<file path="config.mk">
export PLATFORM = sky130hd
export DESIGN_NAME = lat_next_row
export DESIGN_NICKNAME = d
export VERILOG_FILES = /design/src/design/lat_pkg.sv /design/src/design/lat_next_row.sv
export SDC_FILE = /design/constraint.sdc
export NUM_CORES = 1
export LEC_CHECK = 0
export BUFFER_PORTS_ARGS = -buffer_cell sky130_fd_sc_hd__buf_4
export CAP_MARGIN = 30
export CORE_ASPECT_RATIO = 1.25
export CORE_UTILIZATION = 45
export DETAILED_ROUTE_END_ITERATION = 6
export PLACE_DENSITY = 0.76
export SYNTH_ARGS = -nofsm -noshare
export SYNTH_HDL_FRONTEND = slang
export SYNTH_SLANG_ARGS = --single-unit
</file>
<file path="constraint.sdc">
create_clock -name vclk -period 3
set_clock_uncertainty 0.1 [all_clocks]
set_input_delay 0.15 -clock vclk [all_inputs]
set_output_delay 0.15 -clock vclk [all_outputs]
set_load 0.05 [all_outputs]
</file>
<file path="src/design/lat_pkg.sv">
// shared types and constants for the toroidal life automaton
package lat_pkg;

    // default grid geometry
    localparam int GRID_COLS_DEF = 64;
    localparam int PAIR_ROWS_DEF = 32;

    // payload field widths
    localparam int KIND_W      = 2;
    localparam int COL_FIELD_W = 6;
    localparam int ROW_FIELD_W = 6;
    localparam int SHADE_W     = 2;

    // beat packing
    localparam int IN_TDATA_W  = 16;
    localparam int IN_TUSER_W  = KIND_W;
    localparam int OUT_TDATA_W = 8;
    localparam int OUT_PAD_W   = OUT_TDATA_W - 2 * SHADE_W;

    // life rule neighbour counts
    localparam int NBR_W        = 4;
    localparam int BIRTH_COUNT  = 3;
    localparam int SURVIVE_LOW  = 2;

    typedef enum logic [KIND_W-1:0] {
        KIND_WRITE = 2'd0,
        KIND_STEP  = 2'd1,
        KIND_READ  = 2'd2,
        KIND_CLEAR = 2'd3
    } kind_t;

    localparam logic [SHADE_W-1:0] SHADE_DEAD = 2'd0;
    localparam logic [SHADE_W-1:0] SHADE_WAS  = 2'd1;
    localparam logic [SHADE_W-1:0] SHADE_LIVE = 2'd2;

    // control shared by every row cell of the ring
    typedef struct packed {
        logic shift;
        logic clear;
    } cell_ctl_t;

endpackage

</file>
<file path="src/design/lat_next_row.sv">
// next generation of one row from the row above, itself and the row below
module lat_next_row #(
    parameter int GRID_COLS = lat_pkg::GRID_COLS_DEF
) (
    input  logic [GRID_COLS-1:0] up_row,
    input  logic [GRID_COLS-1:0] mid_row,
    input  logic [GRID_COLS-1:0] dn_row,
    output logic [GRID_COLS-1:0] fresh_row
);

    for (genvar c = 0; c < GRID_COLS; c++) begin : g_col
        localparam int LF = (c + GRID_COLS - 1) % GRID_COLS;
        localparam int RT = (c + 1) % GRID_COLS;

        logic [lat_pkg::NBR_W-1:0] count;

        always_comb begin
            count = lat_pkg::NBR_W'(up_row[LF]) + lat_pkg::NBR_W'(up_row[c])
                  + lat_pkg::NBR_W'(up_row[RT]) + lat_pkg::NBR_W'(mid_row[LF])
                  + lat_pkg::NBR_W'(mid_row[RT]) + lat_pkg::NBR_W'(dn_row[LF])
                  + lat_pkg::NBR_W'(dn_row[c]) + lat_pkg::NBR_W'(dn_row[RT]);
            fresh_row[c] = (count == lat_pkg::NBR_W'(lat_pkg::BIRTH_COUNT))
                         || (mid_row[c] && count == lat_pkg::NBR_W'(lat_pkg::SURVIVE_LOW));
        end
    end

endmodule

</file>
==> results of run 1 <==
critical path: stages:
cell,delay (ns)
buf_4,0.10
inv_2,0.06
fa_2,0.60
fa_1,0.46
fa_1,0.50
inv_1,0.05
ha_2,0.18
fa_2,0.34
or2_4,0.26
a21oi_4,0.13
buf_8,0.16
cells by family (layout without fill, tap and decap cells):
group / count (synthesis) / in the layout / synth area share (%)
buf+inv: 447 / 852 / 15.41
fa+ha+maj: 448 / 448 / 69.14
compound gates: 192 / 192 / 8.827
simple gates: 128 / 128 / 6.620
per-stage QoR:
stage	setup WS (ns)	hold slack [ns]	cells	area (µm²)	util [%]
3_5_place_dp	-0.3416	0.6588	1939	15320	64.57
4_1_cts	-0.2604	0.6224	1943	16370	69.01
3_3_place_gp	-0.3519	0.6436	1939	15320	64.57
5_1_grt	-0.3389	0.6218	1945	16880	71.15
6_report	-0.2395	0.6110	1945	16880	71.15
2_1_floorplan	-0.09855	0.4120	1215	11920	-
synthesized netlist by cell type:
cell,n
a21oi_1,128
fa_1,256
ha_1,192
inv_1,447
nand3_1,64
o21ai_0,64
or2_0,20
or2_1,44
area by class of cell:
| type | count | area (µm²) | share of cell area (%) |
|---|---|---|---|
| timing repair buffer | 405 | 3727 | 22.08 |
| inverter | 447 | 1844 | 10.92 |
| multi-input combinational | 768 | 10900 | 64.59 |
| tap | 325 | 406.6 | 2.409 |
power by group:
group,internal (mW),switching (mW)
clock network,0,0
registers,0,0
logic,3.72,4.58
total,3.72,4.58
what timing repair did:
item,CTS,global route
buffers inserted,4,2
setup endpoints to repair,64,64
cloned,0,0
pin swaps,153,45
hold buffers,0,0
gates resized for setup,405,155
path summary, 6_finish.rpt:
check	cells past startpoint	to	startpoint	slack, ns
worst max-delay path	11	fresh_row[3]	mid_row[2]	-0.24
worst min-delay path	4	fresh_row[11]	mid_row[11]	0.61
routing by layer:
layer | share of wire, % | vias to the layer above
li1 | - | 4489
met3 | 4.4 | 61
met2 | 57 | 232
met1 | 35 | 4579
met4 | 3.5 | 0
met5 | 0 | -
layout by cell type, fill, tap and decap left out, drive strengths merged:
| cell | n |
|---|---|
| a21oi | 128 |
| buf | 405 |
| clkinvlp | 1 |
| fa | 256 |
| ha | 192 |
| inv | 446 |
| nand3 | 64 |
| o21ai | 64 |
| or2 | 64 |
==> metrics.cfg, run 1 <==
[outcome]
status = complete, but fails checks
violations = setup timing

[worst_setup_path]
crit_type = primary input to output port
worstPathRequired_ns = 2.75
critPathArrivalTime_ns = 2.99
cp-end-kind = output port
start_kind = primary input
worstPathMaxFanout = 2

[routing]
drc = 0
routed-via-count = 9361
drtPass1Iterations = 4
drtIter0Drc = 184
vias_per_cell = 4.813
wire_per_inst_um = 14.87
wl_um = 28920
ant_nets = 0

[timing]
slew_violations = 0
fin_ws_ns = -0.2395
fmax_mhz = 308.7
setup_viol = 64
final.period_utilization_pct = 108.0
worstMarginPinSlew_ns = 0.2709
min_period_ns = 3.239
hold_viol_final = 0
rsz0062_at_grt = yes
finalSetupTns_ns = -8.292
slew_headroom_pct = 81.82

[global_route]
overflow = 0
use_met3_pct = 3.272
use_met2_pct = 47.75
grt_pass1_wl_um = 47900
grtUsageTotal_pct = 23.77
first_global_vias = 11010
top_usage_layer = met2
antenna_found_initial = 0
grt_max_degree = 4
gr-usage-met1_pct = 24.82

[cells_and_area]
drive_above_1_share_pct = 52.90
n_antenna_cell = 0
fin_nets = 2262
clock_buffers = 0
flops_and_latches = 0
fillCellCount = 1628
register_area_um2 = 0
syn_to_final_growth_pct = 55.06

[floorplanning]
die_h_um = 175.9
start_util_pct = 45.88
io_pins = 256
dieArea_mm2 = 0.02482
rows = 63
core_mm2 = 0.02373
die_w_um = 141.1

[synthesis]
synthCells = 1215
syn_nets = 1855
yosysUniqueCellTypes = 8
synth.area.top_cells = fa_1 (47%), ha_1 (22%), inv_1 (15%)
synth_top_area_share_pct = 47.08
synth.avg_cell_area_um2 = 8.960
synth_area_leader_cell = fa_1
ys_seq_area_share_pct = 0
syn_area_mm2 = 0.01089
yosysWarnings = 0

[flow_run]
drv_cap = 0

[power]
power.leakage_nw = 8.357
irDropWorstVdd_uv = 419.5
finalPower_mw = 8.294
pwr_density_cell_mw_per_mm2 = 491.3

[place]
dp_hpwl_um = 24590
gp_congestion = 0.8679
portBuffers = 256

[min_path]
hp-class = primary input to output port

(Power assumes the default switching activity.)
==> inputs of run 2 (changes only) <==
--- a/config.mk
+++ b/config.mk
@@ -10,6 +10,7 @@
 export CORE_ASPECT_RATIO = 1.25
 export CORE_UTILIZATION = 45
 export DETAILED_ROUTE_END_ITERATION = 6
+export MAX_ROUTING_LAYER = met4
 export PLACE_DENSITY = 0.76
 export SYNTH_ARGS = -nofsm -noshare
 export SYNTH_HDL_FRONTEND = slang
==> run 2 against run 1 <==
Compared with the run above: the flow still finishes with violations (setup timing); critical path depth unchanged; worst setup slack got worse by 0.00081 ns; sequential share of layout area unchanged; largest cell class unchanged; highest routed layer unchanged.
==> metrics.cfg, run 2 (same netlist as run 1, synthesis figures left out) <==
[cells_and_area]
register_area_um2 = 0
clock_buffers = 0
layout_common_cells = inv_1 (297), buf_4 (284), fa_1 (191)
fin_nets = 2262
drive_above_1_share_pct = 52.90
layout_commonest_cell = inv_1
flops_and_latches = 0
syn_to_final_growth_pct = 54.94
n_antenna_cell = 0
post-route-util_pct = 71.09

[routing]
drtPass1Iterations = 4
wire_per_inst_um = 14.88
drc = 0
ant_nets = 0
vias_per_cell = 4.829
routed-via-count = 9392
wl_um = 28950
drtIter0Drc = 160

[global_route]
grt_pass1_wl_um = 47850
overflow = 0
grtUsageTotal_pct = 24.47
first_global_vias = 11020
antenna_found_initial = 0
grt_max_degree = 4

[power]
pwr_density_cell_mw_per_mm2 = 491.4
p_int_mw = 3.712
swShare_pct = 55.21
irDropWorstVdd_uv = 430.4
power.leakage_nw = 8.354
combPwrFrac_pct = 100.0
finalPower_mw = 8.288
power_switching_mw = 4.576
power.clock.fraction_pct = 0
pwr-share-seq_pct = 0

[worst_setup_path]
path_cells = buf_8 > clkinvlp_4 > fa_1 > fa_1 > fa_1 > inv_1 > ha_2 > fa_2 > o21ai_2 > a21oi_4 > buf_6
cp_slowest_stage_delay_ns = 0.56
cp-end-kind = output port
cpMaxStageDelayCell = fa_1
crit_top_cell = fa_1
crit_type = primary input to output port
worstPathMaxFanout = 3
worstPathRequired_ns = 2.75
start_kind = primary input
critPathArrivalTime_ns = 2.99

[place]
pre_cts_slack_ns = -0.3416
dp_hpwl_um = 24590
gp_congestion = 0.8820
portBuffers = 256

[floorplanning]
dieArea_mm2 = 0.02482
core_mm2 = 0.02373
die_h_um = 175.9
io_pins = 256
start_util_pct = 45.88
rows = 63
die_w_um = 141.1

[timing]
setup_viol = 64
fmax_mhz = 308.6
slew_violations = 0
worstMarginPinSlew_ns = 0.2808
fin_ws_ns = -0.2403
min_period_ns = 3.240
final.period_utilization_pct = 108.0
slew_headroom_pct = 81.26
rsz0062_at_grt = yes
hold_viol_final = 0

[outcome]
status = complete, but fails checks
violations = setup timing

[flow_run]
drv_cap = 0

[min_path]
hp-class = primary input to output port

[clock_tree]
cts_hold_buf = 0

==> run 2: cell type report <==
type / count / area (µm²)
Tap cell: 325 / 406.6
Inverter: 447 / 1842
Fill cell: 1638 / 6859
Multi-Input combinational cell: 768 / 10900
Timing Repair Buffer: 405 / 3716
==> run 2: critical path, delay by kind of cell <==
| kind | cells | cell delay (ns) |
|---|---|---|
| buffers and inverters | 4 | 0.42 |
| adders and majority gates | 5 | 2.23 |
| AOI/OAI and AO/OA | 2 | 0.19 |
==> run 2: stage by stage <==
| step | hold WS [ns] | cell area [µm²] | TNS, ns | instances |
|---|---|---|---|---|
| 5_1_grt | 0.6218 | 16870 | -13.20 | 1945 |
| 4_1_cts | 0.6224 | 16370 | -9.365 | 1943 |
| 2_1_floorplan | 0.4120 | 11920 | -3.814 | 1215 |
| 3_5_place_dp | 0.6588 | 15320 | -16.31 | 1939 |
| 6_report | 0.6112 | 16870 | -8.365 | 1945 |
| 3_3_place_gp | 0.6436 | 15320 | -14.21 | 1939 |
==> run 2: repair_timing <==
item,CTS,global route
pin swaps,153,46
hold endpoints to repair,0,0
buffers inserted,4,2
resized for setup,405,151
endpoints found under the setup margin,64,64
==> run 2: path summary, 6_finish.rpt <==
check / start / end / slack (ns) / cells past startpoint
setup / recovery: up_row[1] / fresh_row[1] / -0.24 / 11
hold / removal: mid_row[11] / fresh_row[11] / 0.61 / 4
==> run 2: routing by layer <==
metal	GRT usage, %	vias to the layer above	part of all wire, %
li1	-	4484	-
met1	24.87	4602	35
met2	47.67	234	57
met3	3.081	72	4.2
met4	8.016	0	3.8
met5	-	-	0
==> run 2: power groups by stage <==
stage	logic, mW	registers [mW]	clock network, mW
final	8.29	0	0
after global routing	9.11	0	0
after CTS	7.92	0	0
after detailed placement	6.88	0	0
after global placement	6.58	0	0
after floorplan	5.08	0	0
==> inputs of run 3 (changes only) <==
--- a/config.mk
+++ b/config.mk
@@ -7,7 +7,7 @@
 export LEC_CHECK = 0
 export BUFFER_PORTS_ARGS = -buffer_cell sky130_fd_sc_hd__buf_4
 export CAP_MARGIN = 30
-export CORE_ASPECT_RATIO = 1.25
+export CORE_ASPECT_RATIO = 0.5
 export CORE_UTILIZATION = 45
 export DETAILED_ROUTE_END_ITERATION = 6
 export MAX_ROUTING_LAYER = met4
==> run 3 against run 2 <==
Compared with the run above: the run still ends with setup timing left; worst hold slack got worse by 0.0064 ns; final cell count fell by 0.36%; utilization rose by 0.40 points; sequential cell count did not move; clock-buffer cell count did not move; largest power group unchanged.
==> metrics.cfg, run 3 (same netlist as run 1, synthesis figures left out) <==
[outcome]
status = complete, but fails checks
violations = setup timing

[worst_setup_path]
path_cells = buf_4 > inv_2 > fa_1 > fa_1 > fa_1 > inv_1 > ha_1 > fa_2 > o21ai_1 > a21oi_4 > buf_6
cp-end-kind = output port
crit_path_start = up_row[12]
crit_top_cell = fa_1
cpMaxStageDelayCell = fa_1
start_kind = primary input
critPathArrivalTime_ns = 3.03
cp_slowest_stage_delay_ns = 0.56
worstPathRequired_ns = 2.75
crit_type = primary input to output port
worstSetupEndpoint = fresh_row[13]
worstPathMaxFanout = 2

[cells_and_area]
clock_buffers = 0
multiInputGateArea_mm2 = 0.01074
n_antenna_cell = 0
drive_above_1_share_pct = 51.01
fillCellCount = 1607
layout_common_cells = inv_1 (328), buf_4 (308), fa_1 (192)
flops_and_latches = 0
register_area_um2 = 0
syn_to_final_growth_pct = 52.86
fin_nets = 2273
post-route-util_pct = 71.49
layout_commonest_cell = inv_1

[timing]
fin_ws_ns = -0.2809
final.period_utilization_pct = 109.4
whs_ns = 0.6048
finalSetupTns_ns = -10.01
rsz0062_at_grt = yes
slew_violations = 0
slew_headroom_pct = 82.28
setup_viol = 64
worstMarginPinSlew_ns = 0.2655
hold_viol_final = 0
fmax_mhz = 304.8
min_period_ns = 3.281

[routing]
wire_per_inst_um = 15.36
ant_nets = 0
routed-via-count = 9489
drtPass1Iterations = 4
wl_um = 29770
vias_per_cell = 4.896
drc = 0
drtIter0Drc = 171

[power]
pwr_density_cell_mw_per_mm2 = 497.8
power.leakage_nw = 8.387
irDropWorstVdd_uv = 352.4

[global_route]
antenna_found_initial = 0
grt_pass1_wl_um = 50670
overflow = 0
grt_max_degree = 4
grtUsageTotal_pct = 25.66
first_global_vias = 11240

[floorplanning]
core_mm2 = 0.02328
die_h_um = 112.0
io_pins = 256
start_util_pct = 46.77
dieArea_mm2 = 0.02486
die_w_um = 222.0
rows = 39

[place]
dp_hpwl_um = 25610
portBuffers = 256
gp_congestion = 0.8899

[min_path]
hp-class = primary input to output port
whs_path_depth = 4

[flow_run]
drv_cap = 0

[run 3: cell types whose count changed in the layout (fill, tap and decap cells not counted), sizes merged]
cell  previous run  this run
buf            405       416
[run 3: what timing repair did]
| action | CTS | global route |
|---|---|---|
| hold buffers | 0 | 0 |
| resized for setup | 422 | 44 |
| pin swaps | 185 | 85 |
| setup endpoints to repair | 64 | 64 |
| buffers inserted | 13 | 10 |
[run 3: layer usage]
| layer | track usage, % | routed length [µm] |
|---|---|---|
| met1 | 25.96 | 10640 |
| met2 | 51.93 | 17140 |
| met3 | 2.375 | 864 |
| met4 | 7.639 | 1123 |
| met5 | - | 0 |
[run 3: critical path: cells and delay by family]
kind | cells | cell delay [ns]
buf+inv | 4 | 0.38
compound gates | 2 | 0.25
fa+ha+maj | 5 | 2.25
[run 3: how the worst min path moves through the flow]
stage / slack (ns) / end / startpoint
after floorplan: 0.41 / fresh_row[1] / mid_row[1]
after global placement: 0.64 / fresh_row[52] / mid_row[52]
after CTS: 0.61 / fresh_row[34] / mid_row[34]
final: 0.60 / fresh_row[34] / mid_row[34]
after global routing: 0.62 / fresh_row[34] / mid_row[34]
after detailed placement: 0.65 / fresh_row[62] / mid_row[62]
[run 3: cell type report]
class	instances	area share (%)
timing repair buffer	416	22.31
tap	307	2.308
multi-input combinational	768	64.56
inverter	447	10.83
[run 3: through the flow]
stage,instance area (µm²),instances,total power [mW],worst slack (ns)
floorplan,11920,1215,5.083,-0.09855
global placement,15250,1915,6.551,-0.3277
detailed placement,15250,1915,6.973,-0.3834
CTS,16440,1928,8.124,-0.2851
global route,16640,1938,9.058,-0.3618
finish,16640,1938,8.284,-0.2809
[run 3: report_power, final]
part / leakage [nW] / switching, mW / internal (mW) / total, mW
logic: 8.39 / 4.60 / 3.68 / 8.28
registers: 0 / 0 / 0 / 0
clock network: 0 / 0 / 0 / 0
