[src/design/lat_pkg.sv]
// shared types and constants for the toroidal life automaton
package lat_pkg;

    // default grid geometry
    localparam int GRID_COLS_DEF = 64;
    localparam int PAIR_ROWS_DEF = 32;

    // payload field widths
    localparam int KIND_W      = 2;
    localparam int COL_FIELD_W = 6;
    localparam int ROW_FIELD_W = 6;
    localparam int SHADE_W     = 2;

    // beat packing
    localparam int IN_TDATA_W  = 16;
    localparam int IN_TUSER_W  = KIND_W;
    localparam int OUT_TDATA_W = 8;
    localparam int OUT_PAD_W   = OUT_TDATA_W - 2 * SHADE_W;

    // life rule neighbour counts
    localparam int NBR_W        = 4;
    localparam int BIRTH_COUNT  = 3;
    localparam int SURVIVE_LOW  = 2;

    typedef enum logic [KIND_W-1:0] {
        KIND_WRITE = 2'd0,
        KIND_STEP  = 2'd1,
        KIND_READ  = 2'd2,
        KIND_CLEAR = 2'd3
    } kind_t;

    localparam logic [SHADE_W-1:0] SHADE_DEAD = 2'd0;
    localparam logic [SHADE_W-1:0] SHADE_WAS  = 2'd1;
    localparam logic [SHADE_W-1:0] SHADE_LIVE = 2'd2;

    // control shared by every row cell of the ring
    typedef struct packed {
        logic shift;
        logic clear;
    } cell_ctl_t;

endpackage

[src/design/lat_row_cell.sv]
// one row cell of the rotating ring: current and previous generation of a row
module lat_row_cell #(
    parameter int GRID_COLS = lat_pkg::GRID_COLS_DEF
) (
    input  logic                  aclk,
    input  logic                  aresetn,
    input  lat_pkg::cell_ctl_t    ctl,
    input  logic [GRID_COLS-1:0]  in_now,
    input  logic [GRID_COLS-1:0]  in_before,
    output logic [GRID_COLS-1:0]  now_row,
    output logic [GRID_COLS-1:0]  before_row
);

    logic [GRID_COLS-1:0] now_reg;
    logic [GRID_COLS-1:0] before_reg;

    always_ff @(posedge aclk) begin
        if (!aresetn || ctl.clear) begin
            now_reg    <= '0;
            before_reg <= '0;
        end else if (ctl.shift) begin
            now_reg    <= in_now;
            before_reg <= in_before;
        end
    end

    assign now_row    = now_reg;
    assign before_row = before_reg;

endmodule

[config.mk]
export PLATFORM = sky130hd
export DESIGN_NAME = lat_row_cell
export DESIGN_NICKNAME = d
export VERILOG_FILES = /design/src/design/lat_pkg.sv /design/src/design/lat_row_cell.sv
export SDC_FILE = /design/constraint.sdc
export NUM_CORES = 1
export LEC_CHECK = 0
export BUFFER_PORTS_ARGS = -buffer_cell sky130_fd_sc_hd__buf_4
export CAP_MARGIN = 40
export CORE_MARGIN = 2
export CORE_UTILIZATION = 44
export DETAILED_ROUTE_END_ITERATION = 8
export GPL_TIMING_DRIVEN = 0
export PLACE_DENSITY = 0.84
export SYNTH_ARGS = -nofsm -noshare
export SYNTH_HDL_FRONTEND = slang
export SYNTH_SLANG_ARGS = --single-unit
[constraint.sdc]
create_clock -name aclk -period 1 [get_ports aclk]
set_input_delay 0.1 -clock aclk [delete_from_list [all_inputs] [get_ports aclk]]
set_output_delay 0.1 -clock aclk [all_outputs]
set_load 0.01 [all_outputs]
==> results of run 1 <==
-- metal layers --
layer	wire length, um	GRT usage (%)	vias to the layer above
li1	-	-	2259
met1	7490	33.5	2448
met2	11700	65.6	334
met3	1810	11.3	109
met4	1360	19.7	0
met5	0	0	-
-- through the flow --
| step | setup TNS (ns) | util (%) | worst slack, ns |
|---|---|---|---|
| after floorplan | 0 | - | 0.215 |
| after global placement | -29.77 | 65.7 | -0.332 |
| after detailed placement | -30.16 | 65.7 | -0.350 |
| after CTS | -9.58 | 91.4 | -0.102 |
| after global routing | -12.75 | 93.5 | -0.144 |
| final | -9.31 | 93.5 | -0.127 |
-- Yosys cell counts (all sizes together) --
| cell type | instances | area [um^2] |
|---|---|---|
| nand2b | 1 | 6.26 |
| nor2 | 128 | 480 |
| mux2i | 128 | 1280 |
| dfxtp | 128 | 2560 |
| clkbuf | 1 | 3.75 |
| buf | 27 | 337 |
-- state kept, by name, summed over array words and instances (netlist names) --
| signal | cells |
|---|---|
| before_row | 64 |
| now_row | 64 |
-- layout make-up --
type                       count  area (um^2)  area share, %
timing repair buffer         427         4010           41.5
sequential                   128         2720           28.2
multi-input combinational    257         1770           18.3
clock buffer                  20          455           4.72
buffer                        28          340           3.53
clock inverter                12          181           1.88
tap                          136          170           1.76
antenna                        1         2.50         0.0259
-- critical path: cells and delay by family, from the launching register on --
kind                   cells  cell delay (ns)
and+or+nand+nor            1             0.15
buffers and inverters      2             0.26
DFF                        1             0.33
muxes                      1             0.24
-- logic make-up after synthesis --
family	count (synthesis)	share of synthesized area [%]
simple gates	129	10.4
mux	128	27.4
flops	128	54.9
buf+inv	28	7.29
-- how the worst max path moves through the flow --
stage / startpoint / end / slack, ns / cells past startpoint
finish: before_row[51] / before_row[51] / -0.13 / 4
global route: before_row[50] / before_row[50] / -0.14 / 1
CTS: before_row[50] / before_row[50] / -0.10 / 1
detailed placement: aresetn / before_row[20] / -0.35 / 5
global placement: aresetn / before_row[20] / -0.33 / 5
floorplan: ctl[0] / before_row[10] / 0.21 / 4
-- repair_timing --
item / CTS / global route
endpoints found under the setup margin: 128 / 128
resized for setup: 256 / 0
pin swaps: 0 / 0
hold buffers: 129 / 0
setup buffers: 12 / 28
endpoints found under the hold margin: 128 / 0
-- where the power goes --
| part | internal (mW) | total (mW) | switching [mW] |
|---|---|---|---|
| clock network | 4.26 | 6.79 | 2.53 |
| logic | 1.38 | 2.27 | 0.894 |
| registers | 5.30 | 5.45 | 0.150 |
| total | 10.9 | 14.5 | 3.57 |
==> run summary, run 1 <==
===========================================================================================
Global-route wire length before repair                                             30100 um
Time the final worst path needs with I/O delays and setup                           1.13 ns
Initial Util                                                                          45.2%
Reg-to-Reg End                                                                 before_row[51]
Relative slew margins                                                                 57.8%
Most used cells in the layout excluding fill and tap cells                     sky130_fd_sc_hd__buf_4, sky130_fd_sc_hd__buf_6, sky130_fd_sc_hd__dlygate4sd3_1
Cell count after placement                                                              807
Reg-to-reg startpoint                                                          before_row[51]
Capture endpoint of the worst hold path                                         now_row[11]
CTS Root Buffer Type                                                           sky130_fd_sc_hd__clkbuf_8
Dominant cell type by count on the critical path                               sky130_fd_sc_hd__buf_4
Number of I/O pins                                                                      260
Max Root-Sink Buffers                                                                     2
Total power                                                                         14.5 mW
Number of design-rule violations left by the first detailed-router iteration            286
Maximum number of pins on one net before global-route repair                             17
Insertion delay to the later sink of the worst-skew pair                            0.52 ns
Vias in the first global route                                                         5505
Post-Syn Nets                                                                           545
Num CTS Buffers                                                                          17
Largest stage delay on the critical path                                            0.33 ns
Average wire per standard cell                                                      22.1 um
Number of antenna violations at the first check in global routing                         1
Flip-flop and latch count after synthesis                                               128
Number of fill cells                                                                    294
Placeable core region                                                           0.0103 mm^2
Total routing usage reported by global routing                                        35.1%
Placement Cell Area                                                            0.00678 mm^2
DR pass1 iterations                                                                       4
# setup viols final                                                                     129
Max FO, Critical Path                                                                     2
Most common cell after layout, fill and taps aside                             sky130_fd_sc_hd__buf_4
Weighted congestion at the end of routability-driven global placement                 0.752
Antenna-violating nets left                                                               0
Unrepaired setup endpoints after global routing                                        true
Count of endpoints failing hold in the final timing report                                0
Total number of vias                                                                   5150
H-tree depth reported by CTS                                                              4
Finished layout cell area                                                      0.00965 mm^2
Count of distinct cell types in the synthesized netlist                                   8
Clock tree from TritonCTS                                                               yes
CTS sink cnt                                                                            128
Run status                                                                     finished with violations
Violations in the final reports                                                setup timing
Crit-path cells                                                                buf_4 > buf_4 > mux2i_1 > nor2_1
Path type of the worst setup path                                              flip-flop to flip-flop
Die Height                                                                           107 um
Placed wire-length estimate                                                         9570 um
Layout overhead on the synthesized area                                                107%
Peak supply drop                                                                    1.56 mV
Endpoint arrival time on the critical path                                          1.51 ns
Critical path data required time                                                    1.38 ns
Worst Hold Depth                                                                          4
Min Hold Slack                                                                    0.0856 ns
Beginning of the worst hold path                                                     ctl[1]
Post-Route WL                                                                      22300 um
Number of nets in the layout                                                            991
Yosys synthesis warning count                                                             0
Pwr dens                                                                       1510 mW/mm^2
Minimum setup slack among reg-to-reg paths                                         -0.13 ns
LEAKAGE                                                                             4.65 nW
Post-synthesis instance area                                                   0.00467 mm^2
Pins over their slew limit                                                                0
Final Cycle Share                                                                      113%
Number of port buffers                                                                  258
Ratio of routed vias to standard cells                                                 5.10
Die footprint                                                                   0.0115 mm^2
Max Fclk                                                                            888 MHz
Post-synthesis instance total                                                           413
Overall die width                                                                    107 um
Grt ovf                                                                                   0
Fraction of layout instances using a drive strength above 1                           55.6%
Residual DRC count                                                                        0
Setup slack of the critical path after layout                                     -0.127 ns
Slew of the pin with the lowest slew margin                                        0.633 ns
Worst Reg-to-Reg Cells                                                                    4
Capturing element type of the critical path                                       flip-flop
Clock tree skew after final layout                                                     0 ns
Synth Area per Inst                                                               11.3 um^2
Clock edge transition at the registers on the reported setup and hold paths         0.06 ns
Count of placed standard cells in the final layout, fillers left out                   1009
Std cell rows                                                                            37
Slowest cell on the critical path                                              sky130_fd_sc_hd__dfxtp_2
Sort of element at the start of the critical path                                 flip-flop
Sequential fraction of the synthesis area                                             54.9%
Number of maximum-capacitance violations                                                  0
Worst min path class                                                           primary input to flip-flop
===========================================================================================
Power figures use the tool's default switching activity.
==> inputs of run 2 (changes only) <==
--- a/config.mk
+++ b/config.mk
@@ -5,13 +5,14 @@
 export SDC_FILE = /design/constraint.sdc
 export NUM_CORES = 1
 export LEC_CHECK = 0
+export ABC_AREA = 1
 export BUFFER_PORTS_ARGS = -buffer_cell sky130_fd_sc_hd__buf_4
 export CAP_MARGIN = 40
 export CORE_MARGIN = 2
-export CORE_UTILIZATION = 44
+export CORE_UTILIZATION = 43
 export DETAILED_ROUTE_END_ITERATION = 8
 export GPL_TIMING_DRIVEN = 0
-export PLACE_DENSITY = 0.84
+export PLACE_DENSITY = 0.83
 export SYNTH_ARGS = -nofsm -noshare
 export SYNTH_HDL_FRONTEND = slang
 export SYNTH_SLANG_ARGS = --single-unit
==> run 2 against run 1 <==
Die area fell by 1.5%. Highest routed layer unchanged. Largest power group unchanged. Largest cell class unchanged. Routed wire length up 19%. Design area decreased by 1.5%. Final cell count grew 16%. Register-to-register slack gained 0.19 ns. Core utilization shrank 0.55 points. Critical endpoint is now before_row[1]. Critical path depth decreased by 3. The flow still finishes with violations (setup timing). Sequential power about the same. Flip-flop and latch count did not move.
==> run summary, run 2 <==
===========================================================================================
Count leader, synth                                                            sky130_fd_sc_hd__nand2_1
Fraction of registers with async set or reset after synthesis                            0%
Max FO, Critical Path                                                                     2
Number of port buffers                                                                  259
Relative slew margins                                                                 78.2%
Post-Syn Nets                                                                           689
Path type of the worst setup path                                              flip-flop to output port
Count of distinct cell types in the synthesized netlist                                   7
Endpoint arrival time on the critical path                                          1.03 ns
Unrepaired setup endpoints after global routing                                        true
Utilization of the core after routing                                                 92.9%
Max Fclk                                                                            884 MHz
Clock edge transition at the registers on the reported setup and hold paths         0.06 ns
Critical path data required time                                                    0.90 ns
Slowest cell on the critical path                                              sky130_fd_sc_hd__dfxtp_2
Storage cell area                                                              0.00273 mm^2
Total number of vias                                                                   6596
Weighted congestion at the end of routability-driven global placement                 0.897
Post-Synth Simple-Gate Area                                                           21.5%
Setup slack of the critical path after layout                                     -0.131 ns
Global-route wire length before repair                                             32800 um
Placed wire-length estimate                                                        10500 um
Number of fill cells                                                                    356
Number of design-rule violations left by the first detailed-router iteration            636
Overall die width                                                                    106 um
Residual DRC count                                                                        0
LEAKAGE                                                                             4.31 nW
Pins over their slew limit                                                                0
Sequential fraction of the synthesis area                                             57.0%
Most frequent cells after synthesis                                            sky130_fd_sc_hd__nand2_1, sky130_fd_sc_hd__a21oi_1, sky130_fd_sc_hd__dfxtp_1
Post-synthesis adder-cell area fraction                                                  0%
Final Cycle Share                                                                      113%
Die footprint                                                                   0.0113 mm^2
Portion of netlist area occupied by mux cells                                            0%
Vias in the first global route                                                         6380
Layout overhead on the synthesized area                                                112%
CTS sink cnt                                                                            128
Initial Util                                                                          43.9%
Flip-flop and latch count after synthesis                                               128
Capturing element type of the critical path                                     output port
Sum Neg Setup Slack                                                                -9.47 ns
Ratio of routed vias to standard cells                                                 5.66
Average wire per standard cell                                                      22.8 um
Fraction of the mapped netlist area in compound gates                                 14.3%
Pwr dens                                                                       1440 mW/mm^2
Fraction of layout instances using a drive strength above 1                           49.6%
Worst Reg-to-Reg Cells                                                                    4
Gate family responsible for the most delay along the worst path                  flip-flops
CTS Root Buffer Type                                                           sky130_fd_sc_hd__clkbuf_8
Most used cells in the layout excluding fill and tap cells                     sky130_fd_sc_hd__nand2_1, sky130_fd_sc_hd__buf_4, sky130_fd_sc_hd__buf_6
Number of flops mapped to enable cells by yosys                                           0
Violations in the final reports                                                setup timing
Worst Hold Depth                                                                          4
Die Height                                                                           106 um
Sort of element at the start of the critical path                                 flip-flop
Insertion delay to the later sink of the worst-skew pair                            0.53 ns
Number of nets in the layout                                                           1151
Combinational family with the most area after synthesis                        simple AND/OR/NAND/NOR gates
Antenna diodes                                                                            0
Maximum number of pins on one net before global-route repair                             17
Min Hold Slack                                                                    0.0646 ns
Largest stage delay on the critical path                                            0.38 ns
Max Root-Sink Buffers                                                                     2
H-tree depth reported by CTS                                                              4
Clock tree from TritonCTS                                                               yes
Crit-path cells                                                                       buf_6
Post-synthesis instance total                                                           557
Peak supply drop                                                                    1.05 mV
# setup viols final                                                                     128
Stages on worst setup path                                                                1
Clock tree skew after final layout                                                     0 ns
Synth top area cells                                                           sky130_fd_sc_hd__dfxtp_1, sky130_fd_sc_hd__nand2_1, sky130_fd_sc_hd__a21oi_1
Total routing usage reported by global routing                                        37.9%
Post-synthesis instance area                                                   0.00449 mm^2
Num CTS Buffers                                                                          17
Slew of the pin with the lowest slew margin                                        0.327 ns
Run status                                                                     finished with violations
Antenna-violating nets left                                                               0
Number of I/O pins                                                                      260
Count of endpoints failing hold in the final timing report                                0
Time the final worst path needs with I/O delays and setup                           1.13 ns
Yosys synthesis warning count                                                             0
Number of maximum-capacitance violations                                                  0
Grt ovf                                                                                   0
Prevailing post-synth register cell                                            sky130_fd_sc_hd__dfxtp_1
Yosys top cell area share                                                             57.0%
Post-Route WL                                                                      26600 um
Cell type with the largest total area after synthesis                          sky130_fd_sc_hd__dfxtp_1
Worst min path class                                                           primary input to flip-flop
Synthesized-area fraction occupied by xor and xnor cells                                 0%
Number of antenna violations at the first check in global routing                         0
Most common cell after layout, fill and taps aside                             sky130_fd_sc_hd__nand2_1
Std cell rows                                                                            37
CP bufs+invs                                                                              1
Synth Area per Inst                                                               8.07 um^2
Footprint of the multi-input gates                                             0.00161 mm^2
Placeable core region                                                           0.0102 mm^2
DR pass1 iterations                                                                       5
===========================================================================================
-- run 2: cell types whose count changed in the layout (fill, tap and decap cells not counted), sizes merged --
cell         delta
nand2b          -1
mux2i         -128
nor2          -128
clkbuf          +3
clkinvlp        -3
a21oi         +128
nand2         +257
bufinv          -2
inv             +1
dlygate4sd3     -1
diode           -1
buf            +32
-- run 2: power breakdown --
| group | internal (mW) | leakage (nW) | switching [mW] |
|---|---|---|---|
| Sequential | 5.30 | 1.10 | 0.150 |
| Clock | 3.71 | 0.271 | 2.35 |
| Combinational | 1.24 | 2.94 | 0.961 |
| Total | 10.2 | 4.31 | 3.46 |
-- run 2: metrics by stage --
step	worst slack (ns)	std cells	instance area (um^2)	power, mW
floorplan	0.309	557	4490	6.02
global placement	-0.0492	952	6610	6.76
detailed placement	-0.0701	952	6610	6.81
CTS	-0.0957	1121	9170	13.1
global route	-0.144	1166	9510	14.0
finish	-0.131	1166	9510	13.7
-- run 2: path summary, 6_finish.rpt --
kind                   from        endpoint  slack [ns]
max           before_row[1]   before_row[1]       -0.13
min                  ctl[1]  before_row[63]        0.06
max reg2reg  before_row[11]  before_row[11]        0.06
min reg2reg  before_row[56]  before_row[56]        0.47
-- run 2: cell families (layout without fill, tap and decap cells) --
kind of cell	count (synthesis)	after routing
AO/OA/AOI/OAI	128	128
flip-flops	128	128
buffers and inverters	44	517
AND/OR/NAND/NOR	257	257
-- run 2: repair_timing --
item | 4_1_cts | 5_1_grt
gates resized for setup | 256 | 1
setup buffers | 11 | 45
endpoints found under the setup margin | 128 | 128
hold buffers | 128 | 0
hold endpoints to repair | 128 | 0
-- run 2: cell type report --
| cell class | count | area share (%) |
|---|---|---|
| timing repair buffer | 443 | 43.4 |
| inverter | 2 | 0.0790 |
| clock buffer | 24 | 4.95 |
| multi-input combinational | 385 | 16.9 |
| tap | 136 | 1.79 |
| clock inverter | 6 | 0.869 |
| buffer | 42 | 3.36 |
| sequential | 128 | 28.7 |
-- run 2: routing by layer --
layer,GRT usage (%),wire (um),vias up
li1,-,-,2699
met1,37.7,8560,3042
met2,70.8,13100,628
met3,10.4,2520,227
met4,20.4,2420,0
met5,0,0,-
-- run 2: worst reg2reg max path, delay by kind of cell, from the launching register on --
kind            cells  cell delay [ns]
simple gates        1             0.06
buf+inv             2             0.20
compound gates      1             0.21
flops               1             0.36
==> inputs of run 3 (changes only) <==
--- a/config.mk
+++ b/config.mk
@@ -8,7 +8,7 @@
 export ABC_AREA = 1
 export BUFFER_PORTS_ARGS = -buffer_cell sky130_fd_sc_hd__buf_4
 export CAP_MARGIN = 40
-export CORE_MARGIN = 2
+export CORE_MARGIN = 4
 export CORE_UTILIZATION = 43
 export DETAILED_ROUTE_END_ITERATION = 8
 export GPL_TIMING_DRIVEN = 0
==> constraint.sdc (replaced) <==
create_clock -name aclk -period 1 [get_ports aclk]
set_input_delay 0.1 -clock aclk [delete_from_list [all_inputs] [get_ports aclk]]
set_output_delay 0.1 -clock aclk [all_outputs]
set_load 0.005 [all_outputs]
==> run 3 against run 2 <==
The flow still finishes with violations (setup timing). Non-clock buffer count down 12. Via count decreased by 5.3%. Global-route usage down 3.0 points. Design area decreased by 1.1%. Sequential share of layout area is 0.31 points higher. Die area grew 7.7%. Sequential power about the same. Combinational power down 8%. Worst hold slack worse by 0.025 ns. Fmax grew 3.3%. Flip-flop and latch count unchanged. Critical path type unchanged. Largest power group unchanged. Highest routed layer unchanged.
==> run summary, run 3 (synthesis gave the netlist of run 2 again) <==
===========================================================================================
Initial Util                                                                          43.9%
Number of port buffers                                                                  259
Capturing element type of the critical path                                     output port
Antenna-violating nets left                                                               0
Worst setup path end                                                            now_row[21]
Post-Route WL                                                                      23800 um
Path type of the worst setup path                                              flip-flop to output port
Number of fill cells                                                                    342
Reg-to-reg startpoint                                                           now_row[17]
Run status                                                                     finished with violations
Critical path data required time                                                    0.90 ns
CP bufs+invs                                                                              1
Final Cycle Share                                                                      110%
Vias in the first global route                                                         6454
Part of the total power dissipated in sequential elements                             41.0%
Switching pwr                                                                       3.18 mW
Maximum number of pins on one net before global-route repair                             17
Total number of vias                                                                   6248
Max FO, Critical Path                                                                     2
Grt ovf                                                                                   0
Clock tree skew after final layout                                                     0 ns
Pwr dens                                                                       1410 mW/mm^2
Switching share of power                                                              24.0%
Endpoint arrival time on the critical path                                          1.00 ns
Reg-to-Reg End                                                                  now_row[17]
Clock edge transition at the registers on the reported setup and hold paths         0.06 ns
Gate family responsible for the most delay along the worst path                  flip-flops
Num CTS Buffers                                                                          17
Fraction of layout instances using a drive strength above 1                           48.9%
Minimum setup slack among reg-to-reg paths                                          0.15 ns
Time the final worst path needs with I/O delays and setup                           1.10 ns
Placeable core region                                                           0.0102 mm^2
Weighted congestion at the end of routability-driven global placement                 0.807
Count of endpoints failing hold in the final timing report                                0
Slowest cell on the critical path                                              sky130_fd_sc_hd__dfxtp_2
Placed wire-length estimate                                                        10600 um
Worst Hold Depth                                                                          4
Slew of the pin with the lowest slew margin                                        0.291 ns
Setup slack of the critical path after layout                                    -0.0951 ns
Int Power                                                                           10.1 mW
LEAKAGE                                                                             4.24 nW
Storage cell area                                                              0.00272 mm^2
Most common cell after layout, fill and taps aside                             sky130_fd_sc_hd__nand2_1
DP Worst Slack                                                                   -0.0378 ns
CTS sink cnt                                                                            128
DR pass1 iterations                                                                       5
Footprint of the multi-input gates                                             0.00161 mm^2
Die Height                                                                           110 um
Number of maximum-capacitance violations                                                  0
Max Fclk                                                                            913 MHz
CTS Root Buffer Type                                                           sky130_fd_sc_hd__clkbuf_8
Sort of element at the start of the critical path                                 flip-flop
Std cell rows                                                                            37
Die footprint                                                                   0.0122 mm^2
Crit-path cells                                                                       buf_6
Worst min path class                                                           primary input to flip-flop
Utilization of the core after routing                                                 91.9%
Most used cells in the layout excluding fill and tap cells                     sky130_fd_sc_hd__nand2_1, sky130_fd_sc_hd__buf_4, sky130_fd_sc_hd__buf_6
Min Hold Slack                                                                    0.0400 ns
Average wire per standard cell                                                      20.6 um
Max Root-Sink Buffers                                                                     2
Unrepaired setup endpoints after global routing                                        true
Layout overhead on the synthesized area                                                109%
H-tree depth reported by CTS                                                              4
Worst Reg-to-Reg Cells                                                                    4
Number of design-rule violations left by the first detailed-router iteration            480
Stages on worst setup path                                                                1
Launch point of the critical path                                               now_row[21]
Total routing usage reported by global routing                                        34.9%
Peak supply drop                                                                    1.07 mV
Clock tree from TritonCTS                                                               yes
Number of I/O pins                                                                      260
Pins over their slew limit                                                                0
Violations in the final reports                                                setup timing
Number of antenna violations at the first check in global routing                         1
Largest stage delay on the critical path                                            0.38 ns
Number of nets in the layout                                                           1139
Relative slew margins                                                                 80.6%
Insertion delay to the later sink of the worst-skew pair                            0.51 ns
Ratio of routed vias to standard cells                                                 5.41
Residual DRC count                                                                        0
Part of the power in combinational logic                                              15.3%
Global-route wire length before repair                                             32000 um
Clock group share of total power                                                      43.7%
Overall die width                                                                    110 um
# setup viols final                                                                     128
===========================================================================================
-- run 3: cell types whose count changed in the layout (fill, tap and decap cells not counted) --
cell	delta
sky130_fd_sc_hd__dfxtp_4	-1
sky130_fd_sc_hd__clkinv_2	+1
sky130_fd_sc_hd__clkbuf_1	+1
sky130_fd_sc_hd__clkbuf_8	-2
sky130_fd_sc_hd__diode_2	+1
sky130_fd_sc_hd__dfxtp_2	+1
sky130_fd_sc_hd__buf_4	-12
-- run 3: power groups by stage --
stage	clock (mW)	combinational, mW	sequential [mW]
after global placement	0	1.25	5.45
after floorplan	0	0.489	5.47
after detailed placement	0	1.28	5.46
after global routing	6.03	2.13	5.45
final	5.79	2.03	5.44
after CTS	5.69	1.80	5.41
-- run 3: cell type report --
class,instances,area share [%]
antenna,1,0.0266
clock inverter,7,0.932
timing repair buffer,431,43.0
clock buffer,23,4.75
multi-input combinational,385,17.1
buffer,42,3.40
tap,136,1.81
inverter,2,0.0799
sequential,128,29.0
-- run 3: how the worst min path moves through the flow --
stage,slack (ns),to,from
after global placement,0.36,now_row[57],in_now[57]
after floorplan,0.24,now_row[60],in_now[60]
after CTS,0.001,now_row[63],ctl[1]
final,0.04,now_row[63],ctl[1]
after detailed placement,0.37,now_row[34],in_now[34]
after global routing,0.04,before_row[0],ctl[1]
-- run 3: metal layers --
layer / vias to the layer above / GRT usage (%) / part of all wire [%]
met4: 0 / 26.3 / 7.7
met5: - / 0 / 0
met3: 159 / 10.2 / 8.6
li1: 2681 / - / -
met2: 477 / 63.3 / 51
met1: 2931 / 32.7 / 32
-- run 3: repair_timing --
| item | in CTS | in global routing |
|---|---|---|
| setup buffers | 7 | 37 |
| gates cloned | 0 | 0 |
| hold endpoints to repair | 128 | 0 |
| setup endpoints to repair | 128 | 128 |
| hold buffers | 128 | 0 |
| resized for setup | 256 | 0 |
-- run 3: tightest hold or removal path: stages --
cell                      delay [ns]
sky130_fd_sc_hd__buf_4          0.12
sky130_fd_sc_hd__buf_4          0.17
sky130_fd_sc_hd__nand2_1        0.06
sky130_fd_sc_hd__a21oi_1        0.06
-- run 3: stage by stage --
stage          cells  area (um^2)  power (mW)  TNS [ns]
3_3_place_gp     952         6610        6.70    -0.220
3_5_place_dp     952         6610        6.74     -1.84
6_report        1155         9400        13.3     -6.79
2_1_floorplan    557         4490        5.96         0
4_1_cts         1117         9120        12.9     -7.50
5_1_grt         1155         9400        13.6     -9.70
